--- src/rtl/pecv_pkg.sv ---
`default_nettype none

package pecv_pkg;

   // Three spatial axes throughout.
   localparam int AXES = 3;

   localparam int POS_W   = 32;  // Q16.16 coordinate
   localparam int MAG_W   = 33;  // magnitude of a coordinate difference
   localparam int ADH_W   = 32;  // adhesion term, Q16.16
   localparam int REST_W  = 32;  // scaled radius sum, Q16.16
   localparam int RAD_W   = 66;  // radicand of both square roots
   localparam int NORM_W  = 33;  // root of a 66-bit radicand
   localparam int STIFF_W = 32;  // stiffness, root of a 64-bit product
   localparam int WIDE_W  = 49;  // magnitude before saturation
   localparam int STR_W   = 48;  // clipped spring strength
   localparam int QUO_W   = 17;  // unit vector component, at most one in Q1.16
   localparam int FACT_W  = 16;  // rest factor, Q0.16

   localparam logic [STR_W-1:0]  STR_CLIP          = 48'h8000_0000_0000;
   localparam logic [FACT_W-1:0] REST_FACTOR_RESET = 16'd62415;

   typedef enum logic {
      CSR_REST_MODE   = 1'b0,
      CSR_REST_FACTOR = 1'b1
   } csr_index_type;

   // Carried alongside the displacement norm root.
   typedef struct packed {
      logic [AXES-1:0][MAG_W-1:0] mag;
      logic [REST_W-1:0]          rest;
   } sq_side_type;

   // Carried alongside the unit vector division.
   typedef struct packed {
      logic [STR_W-1:0]            strength;
      logic                        dneg;
      logic                        nonzero;
      logic [AXES-1:0]             neg;
      logic [AXES-1:0][WIDE_W-1:0] plain;
   } div_side_type;

   typedef struct packed {
      logic [POS_W-1:0] value;
      logic             clip;
   } sat_type;

   // Signed saturation of a sign and magnitude to the 32-bit range.
   function automatic sat_type saturate(input logic neg, input logic [WIDE_W-1:0] mag);
      sat_type res;
      if (neg) begin
         res.clip  = mag > WIDE_W'(33'h0_8000_0000);
         res.value = res.clip ? 32'h8000_0000 : (32'd0 - mag[POS_W-1:0]);
      end else begin
         res.clip  = mag > WIDE_W'(32'h7FFF_FFFF);
         res.value = res.clip ? 32'h7FFF_FFFF : mag[POS_W-1:0];
      end
      return res;
   endfunction

endpackage

`default_nettype wire

--- src/rtl/pecv_isqrt.sv ---
`default_nettype none

// Pipelined restoring square root, one result bit per stage.
module pecv_isqrt
   import pecv_pkg::*;
#(
   parameter int RAD_BITS  = 66,
   parameter int SIDE_BITS = 1
) (
   input  wire logic                     clock,
   input  wire logic                     reset,
   input  wire logic                     enable,
   input  wire logic                     in_valid,
   input  wire logic [RAD_BITS-1:0]      in_radicand,
   input  wire logic [SIDE_BITS-1:0]     in_side,
   output logic                          out_valid,
   output logic [RAD_BITS/2-1:0]         out_root,
   output logic [SIDE_BITS-1:0]          out_side
);

   localparam int ROOT_BITS = RAD_BITS / 2;
   localparam int REM_BITS  = ROOT_BITS + 2;

   logic [ROOT_BITS-1:0] valid_ff;
   logic [ROOT_BITS-1:0] valid_in;
   logic [ROOT_BITS-1:0] root_ff [ROOT_BITS];
   logic [SIDE_BITS-1:0] side_ff [ROOT_BITS];
   logic [RAD_BITS-1:0]  rad_ff  [ROOT_BITS-1];
   logic [REM_BITS-1:0]  rem_ff  [ROOT_BITS-1];

   for (genvar k = 0; k < ROOT_BITS; k++) begin : g_stage
      logic [RAD_BITS-1:0]  rad_cur;
      logic [REM_BITS-1:0]  rem_cur;
      logic [ROOT_BITS-1:0] root_cur;
      logic [SIDE_BITS-1:0] side_cur;
      logic                 valid_cur;
      logic [REM_BITS-1:0]  rem_sh;
      logic [REM_BITS-1:0]  trial;
      logic                 ge;
      logic [ROOT_BITS-1:0] root_in;

      if (k == 0) begin : g_first
         assign rad_cur   = in_radicand;
         assign rem_cur   = '0;
         assign root_cur  = '0;
         assign side_cur  = in_side;
         assign valid_cur = in_valid;
      end else begin : g_next
         assign rad_cur   = rad_ff[k-1];
         assign rem_cur   = rem_ff[k-1];
         assign root_cur  = root_ff[k-1];
         assign side_cur  = side_ff[k-1];
         assign valid_cur = valid_ff[k-1];
      end

      // Bring down the next two radicand bits and try 4*root+1.
      assign rem_sh      = {rem_cur[REM_BITS-3:0], rad_cur[RAD_BITS-1 -: 2]};
      assign trial       = {root_cur, 2'b01};
      assign ge          = rem_sh >= trial;
      assign root_in     = {root_cur[ROOT_BITS-2:0], ge};
      assign valid_in[k] = valid_cur;

      always_ff @(posedge clock) begin
         if (enable) begin
            root_ff[k] <= root_in;
            side_ff[k] <= side_cur;
         end
      end

      if (k < ROOT_BITS - 1) begin : g_carry
         logic [RAD_BITS-1:0] rad_in;
         logic [REM_BITS-1:0] rem_in;
         assign rad_in = {rad_cur[RAD_BITS-3:0], 2'b00};
         assign rem_in = ge ? (rem_sh - trial) : rem_sh;
         always_ff @(posedge clock) begin
            if (enable) begin
               rad_ff[k] <= rad_in;
               rem_ff[k] <= rem_in;
            end
         end
      end
   end

   always_ff @(posedge clock) begin
      if (reset) begin
         valid_ff <= '0;
      end else if (enable) begin
         valid_ff <= valid_in;
      end
   end

   assign out_valid = valid_ff[ROOT_BITS-1];
   assign out_root  = root_ff[ROOT_BITS-1];
   assign out_side  = side_ff[ROOT_BITS-1];

endmodule

`default_nettype wire

--- config.mk ---
export PLATFORM = sky130hd
export DESIGN_NAME = pecv_isqrt
export DESIGN_NICKNAME = d
export VERILOG_FILES = /design/src/rtl/pecv_pkg.sv /design/src/rtl/pecv_isqrt.sv
export SDC_FILE = /design/constraint.sdc
export NUM_CORES = 2
export LEC_CHECK = 0
export BUFFER_PORTS_ARGS = -buffer_cell sky130_fd_sc_hd__clkbuf_2
export CAP_MARGIN = 10
export CORE_MARGIN = 10
export CORE_UTILIZATION = 59
export CTS_BUF_LIST = sky130_fd_sc_hd__clkbuf_4
export DETAILED_ROUTE_END_ITERATION = 10
export GPL_ROUTABILITY_DRIVEN = 0
export PLACE_DENSITY = 0.75
export SLEW_MARGIN = 20
export SYNTH_ARGS = -nofsm -noshare
export SYNTH_HDL_FRONTEND = slang
export SYNTH_MEMORY_MAX_BITS = 65536
export SYNTH_SLANG_ARGS = --single-unit
--- constraint.sdc ---
create_clock -name clock -period 10.6 [get_ports clock]
set_input_delay 1.59 -clock clock [delete_from_list [all_inputs] [get_ports clock]]
set_output_delay 1.59 -clock clock [all_outputs]
set_load 0.01 [all_outputs]
==> results_dict.tcl <==
set metrics [dict create \
    rr_startpoint "rem_ff[21][0]$_DFFE_PP_" \
    grt_pass1_vias 76800 \
    total_power_mw 29.1 \
    io_pins 106 \
    nets 10900 \
    internal-power_mw 20.7 \
    worstMarginPinSlew_ps 1150 \
    cts_resized 0 \
    cts-root-buf "clkbuf_4" \
    synth_cell_types 103 \
    multi_input_area_um2 40000 \
    core_region_area_um2 209000 \
    hpwl_mm 164 \
    vias_per_cell 5.69 \
    io_buffers 105 \
    seqCellArea_um2 80400 \
    endpoint "rem_ff[22][28]$_DFFE_PP_" \
    syn_nets 10200 \
    end_kind "flip-flop" \
    synth_top_area_share_pct 64.3 \
    fill_cells 15400 \
    cp-start-kind "flip-flop" \
    drive_above_1_share_pct 12.8 \
    seqPwrFrac_pct 49.1 \
    dpl_cell_area_um2 128000 \
    setup_viol 0 \
    fin_setup_tns_ps 0 \
    drtIter0Drc 7107 \
    max_cap_viol_count 0 \
    critical_path_arrival_ps 5680 \
    synth_area_um2 124000 \
    cp_max_fo 36 \
    peakVddDrop_mv 0.144 \
    wl_per_cell_um 17.5 \
    hold_violations 0 \
    yosysWarnings 0 \
    ant_nets 0 \
    antenna_found_initial 7 \
    swShare_pct 29.0 \
    synth_cells 9579 \
    grtUsageTotal_pct 20.1 \
    clk_latency_ps 1390 \
    switching_power_mw 8.46 \
    dr.pass1.iters 9 \
    outcome "finished, final reports clean" \
    postCtsHoldBufs 0 \
    grt_pass1_wl_mm 383 \
    clk_pin_slew_ps 60 \
    synth_edf_count 2657 \
    rsz0062_at_grt "no" \
    cp-startpoint "rem_ff[21][0]$_DFFE_PP_" \
    cts_inserted_buffers 680 \
    required_ps 11650 \
    r2r_end "rem_ff[22][28]$_DFFE_PP_" \
    seq_area_frac_synth_pct 64.9 \
    yosys.area.top_type "edfxtp_1" \
    avgSynthCellArea_um2 12.9 \
    clock-sinks 2690 \
    finalMaxSlewViolations 0 \
    row_count 168 \
    areaGrowthSynthToFinish_pct 9.88 \
    comb_power_share_pct 21.7 \
    max-clock-path-buffers 4 \
    fin_crit_ps 4630 \
    min_path_type "reg2reg" \
    synthFlopType "edfxtp_1" \
    initial_core_util_pct 59.3 \
    hold_ws_ps 375 \
    postCtsSetupRepairBufs 0 \
    power_frac_clock_pct 29.2 \
    die_area_um2 229000 \
    r2r_cells 13 \
    synth-seq-cells 2690 \
    die_y_um 479 \
    p_per_area_nw_per_um2 214 \
    async_reset_ff_share_pct 0 \
    synthTopCellsByArea "edfxtp_1, ha_1, xnor2_1, xor2_1, a21oi_1" \
    drc_errors 0 \
    htreeDepth 6 \
    cts_tree "yes" \
    post-route-period-util_pct 43.7 \
    worstSetupPathType "reg2reg" \
    skew_ps 87.4 \
    relSlewSlack_pct 23.2 \
    grt_overflow 0 \
    grt_max_degree 192 \
    max_freq_mhz 216 \
    wl_mm 236 \
    p_leak_nw 53.4 \
    r2r_slack_ps 5970 \
    die_width_um 479 \
    design_area_um2 136000 \
    dr_total_vias 76800 \
]
routing by layer:
layer | global-route usage [%] | up-vias | routed length [um]
met5 | 0 | - | 27
met4 | 8.01 | 4 | 7100
met3 | 4.29 | 548 | 15800
met2 | 33.2 | 2676 | 115000
met1 | 26.2 | 36500 | 98500
li1 | - | 37000 | -
worst max-delay path: stages (launching register included):
cell and delay, ps:
edfxtp_1 400, ha_1 370, o21a_1 160, nor4_1 440, o21ai_0 310, a221oi_1 820, o31ai_1 340, a21oi_1 250
buf_4 260, inv_2 280, and2_1 250, o21ai_0 160, nor3_1 110, xor2_1 150
stage by stage:
step,util (%),setup slack [ps],instances
floorplan,-,7250,9579
global placement,61.1,6190,12300
detailed placement,61.1,6140,12300
CTS,65.1,6110,13500
global route,65.1,5690,13500
finish,65.1,5970,13500
cell usage after synthesis, types with 27 or more instances:
cell and n:
and2_1 35, ha_1 595, xor2_1 395, a31oi_1 36, nand2b_1 126, o21ai_0 524
nor4_1 111, o21a_1 105, or2_2 43, o31ai_1 59, a21oi_1 609, o21bai_1 41
nor2_1 646, xnor2_1 421, a21o_1 267, edfxtp_1 2657, nand4_1 110, mux2i_1 43
nand2_1 627, nor3_1 205, nand3_1 157, nor2b_1 91, or4_1 52, a21boi_0 27
a211oi_1 50, clkbuf_1 179, and3_1 53, mux2_2 67, inv_1 763, or3_1 78
dfxtp_1 33
state kept, by name, summed over array words and instances, names as in the netlist:
register  flops
rad_ff     1056
rem_ff     1007
root_ff     561
side_ff      33
valid_ff     33
final cells by class:
class                   instances  area share (%)
flip-flops and latches       2690            59.0
multi-input cells            5912            29.4
clock buffers                 980            5.40
well taps                    2805            2.57
inverters                     767            2.11
clock inverters               168           0.786
repair buffers                154           0.749
diodes                          4         0.00734
power groups by stage:
| stage | clock network, mW | registers (mW) | logic, mW |
|---|---|---|---|
| 3_3_place_gp | 0 | 14.5 | 5.93 |
| 2_1_floorplan | 0 | 14.1 | 4.72 |
| 4_1_cts | 8.84 | 14.3 | 6.21 |
| 5_1_grt | 9.41 | 14.4 | 7.02 |
| 6_report | 8.51 | 14.3 | 6.32 |
| 3_5_place_dp | 0 | 14.5 | 6.17 |
worst min path at each step:
stage,from,end,cells after the start
CTS,in_radicand[61],rad_ff[0][61]$_DFFE_PP_,1
floorplan,rad_ff[0][934]$_DFFE_PP_,rad_ff[0][1000]$_DFFE_PP_,0
detailed placement,rad_ff[0][934]$_DFFE_PP_,rad_ff[0][1000]$_DFFE_PP_,0
global route,in_radicand[22],rad_ff[0][22]$_DFFE_PP_,1
global placement,rad_ff[0][350]$_DFFE_PP_,rad_ff[0][416]$_DFFE_PP_,0
finish,rad_ff[0][728]$_DFFE_PP_,rad_ff[0][794]$_DFFE_PP_,0
cell usage in the layout (no fill, tap or decap), types with 40 or more instances in the layout:
| cell type | netlist | layout |
|---|---|---|
| or2_2 | 43 | 43 |
| a21o_1 | 267 | 267 |
| a211oi_1 | 50 | 49 |
| nor4_1 | 111 | 111 |
| o21a_1 | 105 | 105 |
| or4_1 | 52 | 52 |
| nor2_1 | 646 | 644 |
| a21oi_1 | 609 | 608 |
| xnor2_1 | 421 | 421 |
| nor2b_1 | 91 | 91 |
| o21ai_0 | 524 | 524 |
| clkinv_1 | 2 | 119 |
| xor2_1 | 395 | 395 |
| nand2_1 | 627 | 627 |
| inv_1 | 763 | 763 |
| clkbuf_4 | 0 | 980 |
| buf_4 | 3 | 40 |
| nand3_1 | 157 | 156 |
| or3_1 | 78 | 78 |
| ha_1 | 595 | 595 |
| nand2b_1 | 126 | 126 |
| o21bai_1 | 41 | 41 |
| edfxtp_1 | 2657 | 2657 |
| and3_1 | 53 | 53 |
| mux2_2 | 67 | 67 |
| clkbuf_2 | 0 | 104 |
| o31ai_1 | 59 | 59 |
| nand4_1 | 110 | 110 |
| mux2i_1 | 43 | 43 |
| nor3_1 | 205 | 205 |
cells by family (layout without fill, tap and decap cells):
| logic type | count (synthesis) | after routing | synth area share [%] |
|---|---|---|---|
| flip-flops | 2690 | 2690 | 64.9 |
| AND/OR/NAND/NOR | 2436 | 2436 | 9.66 |
| AO/OA/AOI/OAI | 1954 | 1954 | 9.78 |
| buffers and inverters | 977 | 2069 | 2.99 |
| XOR/XNOR | 816 | 816 | 5.76 |
| adder cells (fa/ha/maj) | 595 | 595 | 6.00 |
| multiplexers | 110 | 110 | 0.955 |
| other | 1 | 5 | 0.00302 |
Power figures use the tool's default switching activity.
